$ cat config.mk
export PLATFORM = sky130hd
export DESIGN_NAME = html_to_text_filter_core
export DESIGN_NICKNAME = d
export VERILOG_FILES = /design/src/design/htf_pkg.sv /design/src/design/html_to_text_filter_core.sv
export VERILOG_INCLUDE_DIRS = /design/src /design/src/design
export SDC_FILE = /design/constraint.sdc
export NUM_CORES = 1
export LEC_CHECK = 0
export BUFFER_PORTS_ARGS = -buffer_cell sky130_fd_sc_hd__clkbuf_2
export CORE_MARGIN = 2
export CORE_UTILIZATION = 35
export DETAILED_ROUTE_END_ITERATION = 8
export GPL_ROUTABILITY_DRIVEN = 0
export GPL_TIMING_DRIVEN = 0
export PLACE_DENSITY = 0.51
export SYNTH_ARGS = -nofsm -noshare
export SYNTH_HDL_FRONTEND = slang
export SYNTH_SLANG_ARGS = --single-unit
$ cat constraint.sdc
create_clock -name i_clk -period 3.96 [get_ports i_clk]
set_clock_uncertainty 0.05 [all_clocks]
set_input_delay 0.792 -clock i_clk [delete_from_list [all_inputs] [get_ports i_clk]]
set_output_delay 0.792 -clock i_clk [all_outputs]
set_load 0.005 [all_outputs]
$ cat src/design/html_to_text_filter_core_assert.svh
// Assertion macros for the HTML-to-text filter core.
`ifndef HTML_TO_TEXT_FILTER_CORE_ASSERT_SVH
`define HTML_TO_TEXT_FILTER_CORE_ASSERT_SVH

`ifndef ASSERT_OFF
// Checked on every rising edge outside reset.
`define HTF_ASSERT(label, prop, msg) \
    label: assert property (@(posedge i_clk) disable iff (!i_rst_n) prop) else $error(msg);
// Checked on every rising edge, during reset as well.
`define HTF_ASSERT_ALWAYS(label, prop, msg) \
    label: assert property (@(posedge i_clk) prop) else $error(msg);
`else
`define HTF_ASSERT(label, prop, msg)
`define HTF_ASSERT_ALWAYS(label, prop, msg)
`endif

`endif

$ cat src/design/htf_pkg.sv
// Constants, types and name-matching functions for the HTML-to-text filter.
package htf_pkg;

    // Longest tag or entity name that is held.
    localparam int NAME_CHARS = 7;
    localparam int LEN_W      = $clog2(NAME_CHARS + 1);
    localparam int IDX_W      = $clog2(NAME_CHARS);

    // Result queue.
    localparam int QDEPTH = 4;
    localparam int QPTR_W = $clog2(QDEPTH);
    localparam int QCNT_W = $clog2(QDEPTH + 1);

    // Byte codes.
    localparam logic [7:0] CH_NUL   = 8'h00;
    localparam logic [7:0] CH_TAB   = 8'h09;
    localparam logic [7:0] CH_LF    = 8'h0A;
    localparam logic [7:0] CH_CR    = 8'h0D;
    localparam logic [7:0] CH_SPACE = 8'h20;
    localparam logic [7:0] CH_AMP   = 8'h26;
    localparam logic [7:0] CH_SEMI  = 8'h3B;
    localparam logic [7:0] CH_LT    = 8'h3C;
    localparam logic [7:0] CH_GT    = 8'h3E;
    localparam logic [7:0] CH_UNDER = 8'h5F;
    localparam logic [7:0] CH_UC_A  = 8'h41;
    localparam logic [7:0] CH_UC_Z  = 8'h5A;

    // Held name and a zero-padded literal one byte longer.
    typedef logic [NAME_CHARS-1:0][7:0] t_name;
    typedef logic [NAME_CHARS:0][7:0]   t_lit;

    // One result item in the output queue.
    typedef struct packed {
        logic       eot;
        logic [7:0] ch;
    } t_result;

    // Turns a right-aligned string of n characters into a literal, first
    // character at index 0.
    function automatic t_lit make_lit(input logic [63:0] s, input int n);
        t_lit lit;
        lit = '0;
        for (int i = 0; i <= NAME_CHARS; i++) begin
            if (i < n) begin
                lit[i] = s[8*(n-1-i) +: 8];
            end
        end
        return lit;
    endfunction

    localparam t_lit LIT_P_END      = make_lit("/p", 2);
    localparam t_lit LIT_BR         = make_lit("br", 2);
    localparam t_lit LIT_TR_END     = make_lit("/tr", 3);
    localparam t_lit LIT_TITLE_END  = make_lit("/title", 6);
    localparam t_lit LIT_SCRIPT     = make_lit("script", 6);
    localparam t_lit LIT_SCRIPT_END = make_lit("/script", 7);
    localparam t_lit LIT_NBSP       = make_lit("nbsp", 4);

    function automatic logic [7:0] to_lower(input logic [7:0] c);
        logic [7:0] r;
        r = c;
        if (c >= CH_UC_A && c <= CH_UC_Z) begin
            r = c + 8'd32;
        end
        return r;
    endfunction

    // Case-blind compare of a held name, ended by a zero byte or by its
    // length, with a lowercase literal. Only entries below len are looked at.
    function automatic logic name_is(input t_name buf_in, input logic [LEN_W-1:0] len,
                                     input t_lit lit);
        logic done;
        logic res;
        done = 1'b0;
        res  = 1'b0;
        for (int i = 0; i < NAME_CHARS; i++) begin
            if (!done && i < int'(len)) begin
                if (buf_in[i] == CH_NUL) begin
                    done = 1'b1;
                    res  = (lit[i] == CH_NUL);
                end else if (lit[i] == CH_NUL || to_lower(buf_in[i]) != lit[i]) begin
                    done = 1'b1;
                    res  = 1'b0;
                end
            end
        end
        if (!done) begin
            res = (lit[len] == CH_NUL);
        end
        return res;
    endfunction

endpackage

$ cat src/design/html_to_text_filter_core.sv
// HTML-to-text filter: input register, single-pass byte decoder and result queue.
// A byte is held in the input register, then its results in the result queue, before they go out.
// Throughput: one input byte per cycle while the queue has room; the master side moves one result
// per cycle, so a byte that yields a text byte and the terminator puts two results in the queue.
// The four-entry result queue sets how far the output may stall before input is held off.
// Reset (synchronous, active low) clears all control state; held name bytes are not cleared.
`include "html_to_text_filter_core_assert.svh"

module html_to_text_filter_core
    import htf_pkg::*;
(
    input  logic       i_clk,
    input  logic       i_rst_n,
    input  logic       s_axis_tvalid,
    output logic       s_axis_tready,
    input  logic [7:0] s_axis_tdata,   // [7:0] in_byte
    input  logic       s_axis_tlast,   // last_byte
    output logic       m_axis_tvalid,
    input  logic       m_axis_tready,
    output logic [7:0] m_axis_tdata,   // [7:0] out_char
    output logic       m_axis_tlast    // end_of_text
);

    // Input register.
    logic       r_in_valid;
    logic [7:0] r_in_byte;
    logic       r_in_last;

    // Decoder state.
    logic             r_prev_space, n_prev_space;
    logic             r_tag_active, n_tag_active;
    logic [LEN_W-1:0] r_tag_len,    n_tag_len;
    t_name            r_tag_chars,  n_tag_chars;
    logic             r_script,     n_script;
    logic             r_ent_active, n_ent_active;
    logic [LEN_W-1:0] r_ent_len,    n_ent_len;
    t_name            r_ent_chars,  n_ent_chars;

    // Result queue.
    t_result [QDEPTH-1:0] r_queue;
    logic [QPTR_W-1:0]    r_wr_ptr;
    logic [QPTR_W-1:0]    r_rd_ptr;
    logic [QCNT_W-1:0]    r_count;

    logic       s_fire;
    logic       proc_fire;
    logic       m_fire;
    logic       emit;
    logic [7:0] emit_ch;
    logic       as_text;
    logic       is_blank;
    t_result    res0;
    t_result    res1;
    logic [1:0] res_cnt;

    assign proc_fire     = r_in_valid && (r_count <= QCNT_W'(QDEPTH - 2));
    assign s_axis_tready = !r_in_valid || proc_fire;
    assign s_fire        = s_axis_tvalid && s_axis_tready;
    assign m_axis_tvalid = (r_count != '0);
    assign m_fire        = m_axis_tvalid && m_axis_tready;
    assign m_axis_tdata  = r_queue[r_rd_ptr].ch;
    assign m_axis_tlast  = r_queue[r_rd_ptr].eot;

    // Input register: loads whenever the held byte moves on or none is held.
    always_ff @(posedge i_clk) begin
        if (!i_rst_n) begin
            r_in_valid <= 1'b0;
        end else if (s_axis_tready) begin
            r_in_valid <= s_axis_tvalid;
        end
        if (s_fire) begin
            r_in_byte <= s_axis_tdata;
            r_in_last <= s_axis_tlast;
        end
    end

    assign is_blank = (r_in_byte == CH_TAB) || (r_in_byte == CH_LF) ||
                      (r_in_byte == CH_CR)  || (r_in_byte == CH_SPACE);

    // Byte decoder: next state and the text byte, if any, for the held byte.
    always_comb begin
        n_prev_space = r_prev_space;
        n_tag_active = r_tag_active;
        n_tag_len    = r_tag_len;
        n_tag_chars  = r_tag_chars;
        n_script     = r_script;
        n_ent_active = r_ent_active;
        n_ent_len    = r_ent_len;
        n_ent_chars  = r_ent_chars;
        emit         = 1'b0;
        emit_ch      = CH_NUL;
        as_text      = 1'b0;

        if (r_script && !r_tag_active && r_in_byte != CH_LT) begin
            // Script body outside tags is dropped.
        end else if (is_blank) begin
            if (r_tag_active) begin
                if (r_tag_len < LEN_W'(NAME_CHARS)) begin
                    n_tag_chars[r_tag_len[IDX_W-1:0]] = CH_NUL;
                    n_tag_len = r_tag_len + 1'b1;
                end
            end else if (!r_prev_space) begin
                n_prev_space = 1'b1;
                emit         = 1'b1;
                emit_ch      = CH_SPACE;
            end
        end else begin
            n_prev_space = 1'b0;
            if (r_in_byte == CH_LT) begin
                n_tag_active = 1'b1;
                n_tag_len    = '0;
            end else if (r_in_byte == CH_GT) begin
                if (r_tag_active) begin
                    n_tag_active = 1'b0;
                    if (name_is(r_tag_chars, r_tag_len, LIT_P_END) ||
                        name_is(r_tag_chars, r_tag_len, LIT_BR) ||
                        name_is(r_tag_chars, r_tag_len, LIT_TR_END) ||
                        name_is(r_tag_chars, r_tag_len, LIT_TITLE_END)) begin
                        emit    = 1'b1;
                        emit_ch = CH_LF;
                    end else if (name_is(r_tag_chars, r_tag_len, LIT_SCRIPT)) begin
                        n_script = 1'b1;
                    end else if (name_is(r_tag_chars, r_tag_len, LIT_SCRIPT_END)) begin
                        n_script = 1'b0;
                    end
                end
            end else if (r_tag_active) begin
                if (r_tag_len < LEN_W'(NAME_CHARS)) begin
                    n_tag_chars[r_tag_len[IDX_W-1:0]] = r_in_byte;
                    n_tag_len = r_tag_len + 1'b1;
                end
            end else if (!r_ent_active && r_in_byte == CH_AMP) begin
                n_ent_active = 1'b1;
                n_ent_len    = '0;
            end else begin
                as_text = 1'b1;
                if (r_ent_active) begin
                    if (r_ent_len < LEN_W'(NAME_CHARS)) begin
                        as_text = 1'b0;
                        if (r_in_byte != CH_SEMI) begin
                            n_ent_chars[r_ent_len[IDX_W-1:0]] = r_in_byte;
                            n_ent_len = r_ent_len + 1'b1;
                        end else begin
                            n_ent_active = 1'b0;
                            emit         = 1'b1;
                            emit_ch      = name_is(r_ent_chars, r_ent_len, LIT_NBSP) ?
                                           CH_SPACE : CH_UNDER;
                        end
                    end else begin
                        // Entity too long: abandoned, the byte counts as text.
                        n_ent_active = 1'b0;
                    end
                end
                if (as_text && r_in_byte >= CH_SPACE) begin
                    emit    = 1'b1;
                    emit_ch = r_in_byte;
                end
            end
        end

        // The final byte of a document returns the decoder to its reset state.
        if (r_in_last) begin
            n_prev_space = 1'b0;
            n_tag_active = 1'b0;
            n_tag_len    = '0;
            n_script     = 1'b0;
            n_ent_active = 1'b0;
            n_ent_len    = '0;
        end
    end

    // Result items for the queue: the text byte first, then the terminator.
    always_comb begin
        res0.eot = 1'b1;
        res0.ch  = CH_NUL;
        res1.eot = 1'b1;
        res1.ch  = CH_NUL;
        if (emit) begin
            res0.eot = 1'b0;
            res0.ch  = emit_ch;
        end
        res_cnt = {1'b0, emit} + {1'b0, r_in_last};
    end

    // Decoder state registers.
    always_ff @(posedge i_clk) begin
        if (!i_rst_n) begin
            r_prev_space <= 1'b0;
            r_tag_active <= 1'b0;
            r_tag_len    <= '0;
            r_script     <= 1'b0;
            r_ent_active <= 1'b0;
            r_ent_len    <= '0;
        end else if (proc_fire) begin
            r_prev_space <= n_prev_space;
            r_tag_active <= n_tag_active;
            r_tag_len    <= n_tag_len;
            r_script     <= n_script;
            r_ent_active <= n_ent_active;
            r_ent_len    <= n_ent_len;
        end
        if (proc_fire) begin
            r_tag_chars <= n_tag_chars;
            r_ent_chars <= n_ent_chars;
        end
    end

    // Result queue: up to two writes and one read per cycle.
    always_ff @(posedge i_clk) begin
        if (!i_rst_n) begin
            r_wr_ptr <= '0;
            r_rd_ptr <= '0;
            r_count  <= '0;
        end else begin
            if (proc_fire) begin
                r_wr_ptr <= r_wr_ptr + QPTR_W'(res_cnt);
            end
            if (m_fire) begin
                r_rd_ptr <= r_rd_ptr + 1'b1;
            end
            r_count <= r_count + (proc_fire ? QCNT_W'(res_cnt) : '0)
                               - QCNT_W'(m_fire);
        end
        if (proc_fire && res_cnt != 2'd0) begin
            r_queue[r_wr_ptr] <= res0;
            if (res_cnt == 2'd2) begin
                r_queue[r_wr_ptr + 1'b1] <= res1;
            end
        end
    end

    // Checks.
    `HTF_ASSERT(a_queue_bound, r_count <= QCNT_W'(QDEPTH), "result queue overflow")
    `HTF_ASSERT(a_room_on_step,
        proc_fire |-> (r_count <= QCNT_W'(QDEPTH - 2)),
        "step without queue room")
    `HTF_ASSERT(a_last_clears,
        (proc_fire && r_in_last) |=>
            (!r_tag_active && !r_ent_active && !r_script && !r_prev_space),
        "state not cleared after final byte")
    `HTF_ASSERT(a_term_zero,
        (m_axis_tvalid && m_axis_tlast) |-> (m_axis_tdata == CH_NUL),
        "terminator carries data")
    `HTF_ASSERT_ALWAYS(a_reset_empty,
        !i_rst_n |=> (r_count == '0 && !r_in_valid),
        "reset left items pending")

endmodule
==> results.json <==
{
  "p_per_area_nw_per_um2": 454,
  "slew_headroom_pct": 28.7,
  "grt_max_degree": 27,
  "antenna-diode-count": 0,
  "hold_end": "r_in_byte[1]$_DFFE_PP_",
  "rsz0062_at_grt": "true",
  "reg2reg_depth": 17,
  "outcome": "completed",
  "core-area_um2": 25300,
  "grt-ovfl-total": 0,
  "grt_pass1_wl_mm": 36.1,
  "reg2reg_from": "r_in_byte[3]$_DFFE_PP_",
  "clk_pin_slew_ns": 0.08,
  "final_nets": 902,
  "peakVddDrop_mv": 0.214,
  "layout_min_cycle_time_ns": 3.85,
  "synthFlopType": "edfxtp_1",
  "cts_hold_buf": 0,
  "routedWlPerCell_um": 19.4,
  "drt-total-wl_mm": 23.3,
  "reg2reg_slack_ns": 0.11,
  "worstHoldStart": "s_axis_tdata[1]",
  "max_slew.worst_pin.slew_ns": 1.06,
  "die-area_um2": 27200,
  "synth_edf_count": 141,
  "place_hpwl_mm": 15.5,
  "cp_max_fo": 4,
  "leakagePower_nw": 3.72,
  "ys_warn_count": 0,
  "insertion_delay_ns": 0.44,
  "root_buffer": "clkbuf_16",
  "numPlacedInstances": 1149,
  "period_share_pct": 97.2,
  "final_util_pct": 41.6,
  "cts_tree": "yes",
  "hold_class": "input port to flop",
  "io_buffers": 22,
  "max_freq_mhz": 260,
  "cp_data_arrival_time_ns": 4.12,
  "layout_setup_ws_ns": 0.110,
  "initial_core_util_pct": 35.8,
  "area_growth_pct": 16.3,
  "viasPerCell": 5.46,
  "grt_use_total_pct": 17.6,
  "synth-seq-area-share_pct": 57.3,
  "async_flop_share_pct": 0,
  "final_cells": 1203,
  "ios": 24,
  "dp_slack_ns": -0.633,
  "cp-end-kind": "flop",
  "fp.dieH_um": 165,
  "drc": 0,
  "cts.sinks": 189,
  "die-width_um": 165,
  "avgSynthCellArea_um2": 11.4,
  "htree_levels": 4,
  "rows": 58,
  "synthCells": 796,
  "ys_ff_latch": 189,
  "place_area_um2": 9620,
  "critical_path_class": "flop to flop",
  "startpoint_type": "flop",
  "numCtsBuffers": 17,
  "ant_nets": 0,
  "drtPass1Iterations": 5,
  "setup_viol": 0,
  "drt_iter0_drc": 500,
  "antenna_found_initial": 0,
  "synth_cell_types": 79,
  "post-route-cell-area_um2": 10500,
  "first_global_vias": 6375,
  "hold_depth": 1,
  "vias": 6573,
  "final_layout_size_suffix_gt1_share_pct": 15.3,
  "crit_required_ns": 4.23,
  "finalMaxSlewViolations": 0,
  "synth_fp_nets": 838,
  "synthesis.area_um2": 9070,
  "reg2reg_to": "r_count[2]$_SDFF_PN0_",
  "cts_buffer_depth": 2,
  "hold_viol": 0,
  "maxCapViolations": 0
}
## cell usage in the layout, fill, tap and decap left out, types with 8 or more instances in the layout
cell,instances
a21o_1,8
a21oi_1,46
a22o_1,42
a32o_1,12
and2_1,12
and3_1,10
buf_4,22
clkbuf_1,19
clkbuf_16,17
clkbuf_2,26
dfxtp_1,48
edfxtp_1,141
ha_1,27
inv_1,32
mux4_2,9
nand2_1,47
nand2b_1,12
nand3_1,20
nor2_1,96
nor2b_1,14
nor3_1,19
nor4_1,10
o21ai_0,29
or3_1,9
## synthesized netlist by cell type, drive strengths merged (8+ instances only)
cell,number,share of area (%)
edfxtp,141,47
nor2,97,4.0
a21oi,49,2.8
dfxtp,48,11
nand2,48,2.0
a22o,42,4.1
o21ai,36,2.0
inv,34,1.4
ha,28,3.9
clkbuf,25,1.0
nand3,21,1.2
nor3,21,1.2
nor2b,15,1.0
a32o,13,1.4
and2,12,0.83
nand2b,12,0.83
nor4,12,1.1
and3,10,0.69
mux4,9,2.2
or3,9,0.62
a21o,8,0.66
## cell type report
class | instances | area, µm²
multi-input cells | 541 | 3760
clock inverters | 15 | 183
well taps | 330 | 413
plain buffers | 32 | 145
clock buffers | 17 | 425
inverters | 34 | 128
flip-flops and latches | 189 | 5190
repair buffers | 45 | 295
fillers | 2474 | 14800
## how the worst max path moves through the flow
stage / end / from / cells after the start
after detailed placement: r_queue[35]$_DFFE_PP_ / r_in_byte[6]$_DFFE_PP_ / 10
after CTS: r_count[2]$_SDFF_PN0_ / r_tag_chars[37]$_DFFE_PP_ / 19
after global routing: r_count[2]$_SDFF_PN0_ / r_tag_chars[38]$_DFFE_PP_ / 19
after global placement: r_queue[9]$_DFFE_PP_ / r_in_byte[6]$_DFFE_PP_ / 9
final: r_count[2]$_SDFF_PN0_ / r_in_byte[3]$_DFFE_PP_ / 17
after floorplan: r_count[2]$_SDFF_PN0_ / r_in_byte[3]$_DFFE_PP_ / 17
## timing repair
action / CTS / global route
pin swaps: 8 / 10
buffers inserted: 19 / 3
endpoints found under the setup margin: 36 / 3
gates resized for setup: 25 / 14
## per-layer routing
layer / global-route usage, % / vias to the layer above / wire (µm)
li1: - / 3178 / -
met1: 24.6 / 3246 / 11200
met2: 28.6 / 123 / 11000
met3: 2.34 / 26 / 765
met4: 5.14 / 0 / 328
met5: 0 / - / 0
## stage by stage
stage | hold slack, ns | TNS (ns) | power, mW
after global routing | 0.468 | -0.0178 | 4.95
after CTS | 0.460 | 0 | 4.80
after floorplan | 0.442 | 0 | 2.78
after detailed placement | 0.473 | -11.87 | 3.01
after global placement | 0.464 | -44.14 | 3.00
final | 0.473 | 0 | 4.78
## report_power, final
| group | switching, mW | internal (mW) |
|---|---|---|
| Clock | 0.912 | 0.867 |
| Combinational | 0.384 | 0.307 |
| Sequential | 0.0618 | 2.25 |
| Total | 1.36 | 3.42 |
## critical path: stages, from the launching register on
cell and delay (ns):
edfxtp_1 0.43, buf_6 0.14, or4b_4 0.57, nor4_4 0.34
a21oi_4 0.07, o22a_1 0.23, a221o_2 0.41, inv_2 0.08
ha_4 0.20, nand2_2 0.05, ha_1 0.22, inv_1 0.05
ha_1 0.13, inv_1 0.05, fa_2 0.37, xnor2_2 0.14
xnor2_1 0.15, nor2_1 0.05
## cells by family (layout without fill, tap and decap cells)
family                     after synthesis  count (layout)  share of synthesized area [%]
buffers and inverters                   66             143                           2.81
and+or+nand+nor                        289             289                           16.4
muxes                                   11              11                           2.47
AOI/OAI and AO/OA                      207             207                           16.4
adders and majority gates               29              29                           4.08
xor gates and xnor gates                 5               5                          0.483
DFF                                    189             189                           57.3
Power figures use the tool's default switching activity.
